--- src/efoc_pkg.sv ---
// ---------------------------------------------------------------------------
// efoc_pkg
// Types and constants for the extended / ones'-complement real converter.
// ---------------------------------------------------------------------------
`timescale 1ns / 1ps

package efoc_pkg;

	localparam int RealW    = 54;
	localparam int SigW     = 64;
	localparam int ExpW     = 15;
	localparam int FracBits = 40;
	localparam int LzW      = 7;
	localparam int EW       = 18;

	localparam logic CMD_TO_PACKED   = 1'b0;
	localparam logic CMD_TO_EXTENDED = 1'b1;

	localparam logic [ExpW-1:0] EXT_EXP_ALL = 15'h7fff;

	typedef struct packed {
		logic            command;
		logic            ext_sign;
		logic [ExpW-1:0] ext_exponent;
		logic [SigW-1:0] ext_significand;
		logic [RealW-1:0] packed_real_in;
	} in_item_t;

	typedef struct packed {
		logic [RealW-1:0] packed_real_out;
		logic             ext_sign_out;
		logic [ExpW-1:0]  ext_exponent_out;
		logic [SigW-1:0]  ext_significand_out;
		logic             overflow;
	} out_item_t;

	// Leading-zero count of a 64-bit word, 64 for zero.
	function automatic logic [LzW-1:0] lzc64(input logic [SigW-1:0] v);
		logic [LzW-1:0] n;
		logic           found;
		n = LzW'(SigW);
		found = 1'b0;
		for (int i = SigW - 1; i >= 0; i--) begin
			if (!found && v[i]) begin
				n = LzW'(SigW - 1 - i);
				found = 1'b1;
			end
		end
		return n;
	endfunction

endpackage

--- src/efoc_to_packed.sv ---
// ---------------------------------------------------------------------------
// efoc_to_packed
// Extended to ones'-complement real: normalise, round, pack.
// ---------------------------------------------------------------------------
`timescale 1ns / 1ps

module efoc_to_packed (
	input  logic                           sign,
	input  logic [efoc_pkg::ExpW-1:0]      exponent,
	input  logic [efoc_pkg::SigW-1:0]      significand,
	output logic [efoc_pkg::RealW-1:0]     word,
	output logic                           overflow
);

	logic [efoc_pkg::LzW-1:0]   lz;
	logic [efoc_pkg::SigW-1:0]  n;
	logic [efoc_pkg::FracBits:0] r;
	logic [efoc_pkg::FracBits-1:0] frac;
	logic signed [efoc_pkg::EW-1:0] e;
	logic signed [efoc_pkg::EW-1:0] e_fin;
	logic [efoc_pkg::RealW-1:0] zero;
	logic [efoc_pkg::RealW-1:0] mag;

	always_comb begin
		lz = efoc_pkg::lzc64(significand);
		n = significand << lz;
		e = $signed({3'b000, ((exponent == '0) ? 15'd1 : exponent)})
			- 18'sd16382 - $signed({11'd0, lz});
		r = {1'b0, n[63:24]} + {40'd0, n[23]};
		// A carry out of the rounding add leaves a power of two.
		if (r[efoc_pkg::FracBits]) begin
			frac = r[efoc_pkg::FracBits:1];
			e_fin = e + 18'sd1;
		end else begin
			frac = r[efoc_pkg::FracBits-1:0];
			e_fin = e;
		end
		zero = sign ? '1 : '0;
		mag = {1'b0, frac[39:14], 1'b0, frac[13:0], 12'(e_fin + 18'sd2048)};
		overflow = 1'b0;
		word = '0;
		if (exponent == efoc_pkg::EXT_EXP_ALL) begin
			overflow = 1'b1;
		end else if (significand == '0) begin
			word = zero;
		end else if (e_fin > 18'sd2047) begin
			overflow = 1'b1;
		end else if (e_fin < -18'sd2048) begin
			word = zero;
		end else begin
			word = sign ? ~mag : mag;
		end
	end

endmodule

--- src/efoc_to_extended.sv ---
// ---------------------------------------------------------------------------
// efoc_to_extended
// Ones'-complement real to extended: unpack and normalise.
// ---------------------------------------------------------------------------
`timescale 1ns / 1ps

module efoc_to_extended (
	input  logic [efoc_pkg::RealW-1:0] word,
	output logic                       sign,
	output logic [efoc_pkg::ExpW-1:0]  exponent,
	output logic [efoc_pkg::SigW-1:0]  significand
);

	logic [efoc_pkg::RealW-1:0] p;
	logic [efoc_pkg::SigW-1:0]  m;
	logic [efoc_pkg::LzW-1:0]   lz;
	logic signed [efoc_pkg::EW-1:0] ex;

	always_comb begin
		sign = word[53];
		p = word[53] ? ~word : word;
		// The fraction sits one place below the top, so a normal value counts one leading zero.
		m = {1'b0, p[52:27], p[25:12], 23'd0};
		lz = efoc_pkg::lzc64(m);
		ex = $signed({6'd0, p[11:0]}) - 18'sd2048 - $signed({11'd0, lz}) + 18'sd16383;
		if (m == '0) begin
			exponent = '0;
			significand = '0;
		end else begin
			exponent = ex[efoc_pkg::ExpW-1:0];
			significand = m << lz;
		end
	end

endmodule

--- src/extended_float_ones_complement_convert_unit.sv ---
// ---------------------------------------------------------------------------
// extended_float_ones_complement_convert_unit
// Two-way converter between 80-bit extended and 54-bit ones'-complement reals.
// ---------------------------------------------------------------------------
// Usage: items enter on in_valid/in_ready as one in_item_t; the command bit
// picks the direction. Results leave on out_valid/out_ready as out_item_t,
// with the fields of the unused direction held at zero.
// The item is captured in an input register, converted by the combinational
// datapath (leading-zero count, rounding add and packing) and caught in the
// result register. Throughput is one item per cycle while the receiver
// takes them. If the receiver stalls, the result register holds its item
// and the input register fills; ready then falls until the output drains.
// Reset clears both valid flags; the block is ready from the first cycle.
// ---------------------------------------------------------------------------
`timescale 1ns / 1ps

module extended_float_ones_complement_convert_unit (
	input  logic                 clk,
	input  logic                 arst_n,
	input  logic                 in_valid,
	output logic                 in_ready,
	input  efoc_pkg::in_item_t   in_data,
	output logic                 out_valid,
	input  logic                 out_ready,
	output efoc_pkg::out_item_t  out_data
);

	efoc_pkg::in_item_t  item_s1;
	logic                valid_s1;
	efoc_pkg::out_item_t res_s2;
	logic                valid_s2;
	efoc_pkg::out_item_t res;
	logic [efoc_pkg::RealW-1:0] pk_word;
	logic                pk_ovf;
	logic                ex_sign;
	logic [efoc_pkg::ExpW-1:0] ex_exp;
	logic [efoc_pkg::SigW-1:0] ex_sig;
	logic                adv_s2;

	efoc_to_packed u_pk (
		.sign        (item_s1.ext_sign),
		.exponent    (item_s1.ext_exponent),
		.significand (item_s1.ext_significand),
		.word        (pk_word),
		.overflow    (pk_ovf)
	);

	efoc_to_extended u_ex (
		.word        (item_s1.packed_real_in),
		.sign        (ex_sign),
		.exponent    (ex_exp),
		.significand (ex_sig)
	);

	always_comb begin
		res = '0;
		if (item_s1.command == efoc_pkg::CMD_TO_EXTENDED) begin
			res.ext_sign_out = ex_sign;
			res.ext_exponent_out = ex_exp;
			res.ext_significand_out = ex_sig;
		end else begin
			res.packed_real_out = pk_word;
			res.overflow = pk_ovf;
		end
	end

	assign adv_s2 = !valid_s2 || out_ready;
	assign in_ready = !valid_s1 || adv_s2;
	assign out_valid = valid_s2;
	assign out_data = res_s2;

	always_ff @(posedge clk or negedge arst_n) begin
		if (!arst_n) begin
			valid_s1 <= 1'b0;
			valid_s2 <= 1'b0;
		end else begin
			if (in_ready) valid_s1 <= in_valid;
			if (adv_s2) valid_s2 <= valid_s1;
		end
	end

	always_ff @(posedge clk) begin
		if (in_ready && in_valid) item_s1 <= in_data;
		if (adv_s2 && valid_s1) res_s2 <= res;
	end

endmodule

--- config.mk ---
export PLATFORM = sky130hd
export DESIGN_NAME = extended_float_ones_complement_convert_unit
export DESIGN_NICKNAME = d
export VERILOG_FILES = /design/src/efoc_pkg.sv /design/src/efoc_to_packed.sv /design/src/efoc_to_extended.sv /design/src/extended_float_ones_complement_convert_unit.sv
export SDC_FILE = /design/constraint.sdc
export NUM_CORES = 1
export LEC_CHECK = 0
export BUFFER_PORTS_ARGS = -buffer_cell sky130_fd_sc_hd__buf_2
export CELL_PAD_IN_SITES_DETAIL_PLACEMENT = 0
export CELL_PAD_IN_SITES_GLOBAL_PLACEMENT = 1
export CORE_MARGIN = 3
export CORE_UTILIZATION = 35
export CTS_CLUSTER_SIZE = 14
export DETAILED_ROUTE_END_ITERATION = 6
export PLACE_DENSITY_LB_ADDON = 0.05
export RECOVER_POWER = 50
export SLEW_MARGIN = 30
export SYNTH_ARGS = -nofsm -noshare
export SYNTH_HDL_FRONTEND = slang
export SYNTH_SLANG_ARGS = --single-unit
--- constraint.sdc ---
create_clock -name clk -period 9.3 [get_ports clk]
set_clock_uncertainty 0.05 [all_clocks]
set_input_delay 1.86 -clock clk [delete_from_list [all_inputs] [get_ports clk]]
set_output_delay 1.86 -clock clk [all_outputs]
set_load 0.01 [all_outputs]
---- Word level (Yosys, flattened, before mapping) ----
Index checks and enable logic that the tools add are counted.
cells by class
  equal/unequal tests ..................... 1
  multiplexer cells ....................... 218
  shifts and indexed selects .............. 2
  reductions and logical operators ........ 215
  bitwise operators ....................... 3
  magnitude comparators ................... 2
  $add $sub $neg .......................... 8
operators by type and width
  operator                                                       number
  two-way mux 7 bit                                              104
  two-way mux 54 bit                                             5
  two-way mux 1 bit                                              105
  logical AND 1 bit                                              104
  zero test 1 bit                                                104
  zero test 64 bit                                               1
  << shifter 63 x 7 -> 64 bit                                    1
  << shifter 64 x 7 -> 64 bit                                    1
  inverter 53 -> 54 bit                                          1
  two-way mux 53 bit                                             1
  inverter 53 bit                                                1
  adder 40 x 1 -> 41 bit                                         1
  zero test 40 bit                                               1
  two-way mux 40 bit                                             1
  adder 18 x 2 -> 18 bit (second input constant)                 1
  > comparator 18 x 12 -> 1 bit (second input constant)          1
  less-than comparator 18 x 12 -> 1 bit (second input constant)  1
  two-way mux 18 bit                                             1
  subtractor 18 x 8 -> 18 bit                                    1
  subtractor 15 x 14 -> 16 bit (second input constant)           1
  adder 15 bit (second input constant)                           1
  == test 15 bit (second input constant)                         1
  zero test 15 bit                                               1
  two-way mux 15 bit                                             1
  other kinds (6)                                                8
word-level totals
  word-level logic and storage cells ...... 461
  input port bits ......................... 139
  flip-flop bits (word level) ............. 272

---- Longest topological paths before layout ----
  depth in word-level cells ............... 199
  gate-level depth with buffers ........... 34
  mapped depth without buffers ............ 28

---- By module ----
From an unflattened synthesis, not the netlist that was laid out.
second synthesis, totals
  cell total of the unflattened synthesis .. 2,696
  area total of the unflattened synthesis .. 24,165.7 µm²
by module, submodules not included
  module                                       times used  area each (µm²)  cells an instance
  efoc_to_packed                               1           10,179.8         1,570
  extended_float_ones_complement_convert_unit  1           9,145.0          427
  efoc_to_extended                             1           4,840.9          699

---- Worst setup path after synthesis ----
OpenSTA, ideal clock, no wires.
  path type ............................... register -> register
  start point ............................. reg item_s1[83] in the netlist's numbering
  end point ............................... reg res_s2, in the netlist out_data[125], data pin
  buffers on the path ..................... 5
  slack ................................... 2.467 ns
  arrival ................................. 6.635 ns
  stages on the path, launching flop included .. 31
  library setup time ...................... 0.149 ns
  data required time ...................... 9.101 ns
  period minus slack after synthesis ...... 6.833 ns
  path through ............................ edfxtp_1 or4_4 or3_4 nor4_4 nand4b_1 nand4_2 inv_4 buf_1 buf_2 buf_1 ha_1 nor2b_1 o21ai_0 a21boi_0 o21ai_0 a21boi_0 nor3_1 nand3_1 mux2_2 a31oi_1 xor2_1 nand2b_1 nor2_1 mux2_2 nand2_1 mux2i_1 a211oi_1 or4_1 buf_2 buf_6 mux2i_1
on the way
  longest elaborated chain between the ends .. 97
  elaborated cells on any way between the ends .. 132
  those cells by class .................... 3 x add/sub; 2 x order compare; 1 x shift; 65 x mux; 1 x bitwise; 60 x reduce/logical
ends and longest elaborated chain
  element                                                     line                                               source
  from (decl)                                                 extended_float_ones_complement_convert_unit.sv:28  efoc_pkg::in_item_t item_s1;
  from (signal assigned)                                      extended_float_ones_complement_convert_unit.sv:83  if (in_ready && in_valid) item_s1 <= in_data;
  branches (longest 96 deep; another with logical AND 1 bit)  n/a
  two-way mux 54 bit *                                        efoc_to_packed.sv:44                               end else if (significand == '0) begin
  to (signal assigned)                                        extended_float_ones_complement_convert_unit.sv:84  if (adv_s2 && valid_s1) res_s2 <= res;
  to (decl)                                                   extended_float_ones_complement_convert_unit.sv:30  efoc_pkg::out_item_t res_s2;
Every way passes the cells marked *.
A chain may end at the register's enable or synchronous reset.

---- Worst setup path in the final report ----
  start point ............................. reg item_s1[70] in the netlist's numbering
  end point ............................... reg res_s2, in the netlist out_data[121], data pin
on the way
  longest elaborated chain between the ends .. 58
  elaborated cells on any way between the ends .. 80
  those cells by class .................... 3 x add/sub; 2 x order compare; 1 x shift; 39 x mux; 1 x bitwise; 34 x reduce/logical
ends and longest elaborated chain
  element                                                     line
  branches (longest 57 deep; another with logical AND 1 bit)  n/a
  two-way mux 54 bit *                                        efoc_to_packed.sv:44
Marked as above.

==> metrics.txt <==
outcome=finished with violations; failing checks=capacitance limit, slew limit; Leakage=9.39 nW; Critical Path RT=9.57 ns; router iterations before antenna repair=5; Initial Util=a little over a third; Max H-tree Level=1; sequential share of the synthesized area=33.8%; CP arrival=8.54 ns; filler instances=6322; Layout Nets=2830; Seq cells post-synth=247; Skew-Pair Late Insertion Delay=0.61 ns; Max Root-Sink Buffers=3; Final Hold Fails=0; Crit Path Max Fanout=52; num rows=just over 90; cts bufs inserted=31; largest net degree at the start of global routing=89; clock slew at reported path FFs=0.06 ns; count of cells resized by post-cts repair=0; Syn-to-layout area delta=12.6%; Final GP Congestion=a little under 1; vias in the first global route=20100; drt total wl=~91000 µm; average routed wire per standard cell=25.7 µm; Die Span X=around 260 µm; Die Y=about 260 µm; Setup Fix Bufs, Post-CTS=0; post-synthesis async set-or-reset flop share=less than 1%; fraction of layout cells with a size suffix above 1=14.1%; Starting DRT DRC Count=2298; # setup viols final=0; slew margin rel.=-134%; Hold Slack=0.437 ns; worst slew pin tran=3.51 ns; fin crit period=8.26 ns; Yosys warning count=0; initial antenna violation count=2; Final ANT Viol Nets=0; Max Slew Vio Count=97; grt ovf=0; max-cap violations=2; Clock Tree Root=clkbuf_16; DR vias/cell=6.02; Mapped Area=21900 µm²; hold crit path type=reg -> reg; # DRC=0; CTS tree=yes; Avg Inst Size Synth=8.78 µm²; CP Capture Type=register; post-synth cell types=122; final setup TNS=0 ns; Vias=between 20000 and 25000; Startpoint Class=register; Ports=276; Main synth FF type=edfxtp_1; hold_buf cts=0; WS Path Type=reg -> reg; first-pass GRT wire length=135000 µm; most common cell after layout, fill and taps aside=edfxtp_1; Peak Freq=121 MHz; die area=65700 µm²; IO Port Bufs=251; RSZ-0062 raised after global routing=no; pwr dens=151 nW/µm²; core area=61800 µm²; clock sinks=247; Tot GR Track Use=26.5%; most frequent cells in the layout=edfxtp_1 (245), nand2_1 (232), nor2_1 (210); Post-synth EDFFs=~250; hpwl dp=70300 µm; worst-case vdd ir drop=about 0.15 mV; synthesized instance count=around 2500; part of the cycle the worst path needs=between 80% and 90%
kinds of logic (layout without fill, tap and decap cells):
family	Yosys count	after routing	share of synthesized area (%)
buf+inv	260	428	5.70
fa+ha+maj	27	27	1.61
mux	213	213	9.83
simple gates	895	895	20.9
flops	247	247	33.8
other cells	1	25	0.0171
compound gates	731	731	23.2
xor+xnor	124	124	4.95
final timing paths:
kind,start,to,slack [ns],cells after the start
setup / recovery,item_s1[70],out_data[121],1.04,20
hold / removal,valid_s1,out_valid,0.44,1
setup reg to reg,item_s1[70],out_data[121],1.04,20
hold reg to reg,valid_s1,out_valid,0.44,1
max in group asynchronous,arst_n,out_valid,8.08,1
min in group asynchronous,arst_n,valid_s1,0.99,1
where the power goes:
part | switching (mW) | total [mW] | internal (mW)
clock | 0.501 | 1.20 | 0.697
sequential | 0.0982 | 1.45 | 1.35
combinational | 0.712 | 1.09 | 0.381
total | 1.31 | 3.74 | 2.43
synth_stat cells, types with 11 or more instances:
cell type	instances	area, µm²
a211oi_1	23	173
a21boi_0	11	82.6
a21o_1	18	135
a21oi_1	153	766
a221o_1	11	110
a221oi_1	24	210
a22oi_1	26	195
a31oi_1	45	282
and2_1	24	150
and3_1	35	219
buf_1	15	56.3
buf_2	43	215
buf_4	33	248
buf_6	12	135
clkbuf_1	93	349
edfxtp_1	245	7360
ha_1	25	313
inv_1	57	214
mux2_2	14	158
mux2i_1	197	1970
nand2_1	233	875
nand2b_1	19	119
nand3_1	127	636
nand4_1	37	231
nor2_1	210	788
nor2b_1	22	138
nor3_1	62	310
nor4_1	27	169
o211ai_1	54	405
o21ai_0	132	661
o21ai_1	19	95.1
o22ai_1	33	206
o31ai_1	15	113
or3_1	14	87.6
or4_1	11	82.6
xnor2_1	76	666
xor2_1	48	420
flip-flops by register name (all words and copies together), names as in the netlist:
name / count
item_s1: 134
valid_s1: 1
out_valid: 1
out_data: 111
stage by stage:
step / power [mW] / instance area [µm²] / util [%] / std cells / setup slack, ns
3_3_place_gp: 2.54 / 23800 / 38.4 / 3466 / 1.18
5_1_grt: 3.93 / 24700 / 39.9 / 3527 / 0.323
3_5_place_dp: 2.55 / 23800 / 38.5 / 3467 / 1.07
4_1_cts: 3.77 / 24800 / 40.1 / 3525 / 1.06
2_1_floorplan: 2.17 / 22000 / - / 2521 / 2.47
6_report: 3.74 / 24700 / 39.9 / 3527 / 1.04
final cells by class:
type / count / area, µm² / share of cell area (%)
inverter: 63 / 241 / 0.978
multi-input combinational: 2014 / 13400 / 54.3
antenna: 1 / 2.50 / 0.0101
clock buffer: 35 / 791 / 3.20
timing repair buffer: 307 / 1580 / 6.39
tap: 837 / 1050 / 4.24
clock inverter: 23 / 214 / 0.866
sequential: 247 / 7410 / 30.0
metal layers:
metal	vias up	track usage, %	wire length [µm]
li1	9864	-	-
met1	10200	39.1	42200
met2	953	38.7	37800
met3	168	5.02	7360
met4	0	8.98	3280
met5	-	0	0
critical path, cell delays in order, from the launching register on:
cell and delay (ns):
edfxtp_1 0.52, nor4_1 0.53, o21ai_0 0.22, a31oi_1 0.33
o221a_2 0.33, nand4_2 0.52, inv_4 0.67, nand3_2 0.59
a21oi_1 0.36, a21oi_1 0.11, o21ai_1 0.32, a21oi_1 0.14
o21ai_0 0.76, nand4_1 0.35, nor2_1 0.53, nand4b_1 0.28
mux2i_1 0.19, a211oi_1 0.34, or4_1 0.17, buf_4 0.42
mux2i_1 0.19
Note: power is estimated with default switching activity, not from simulation.
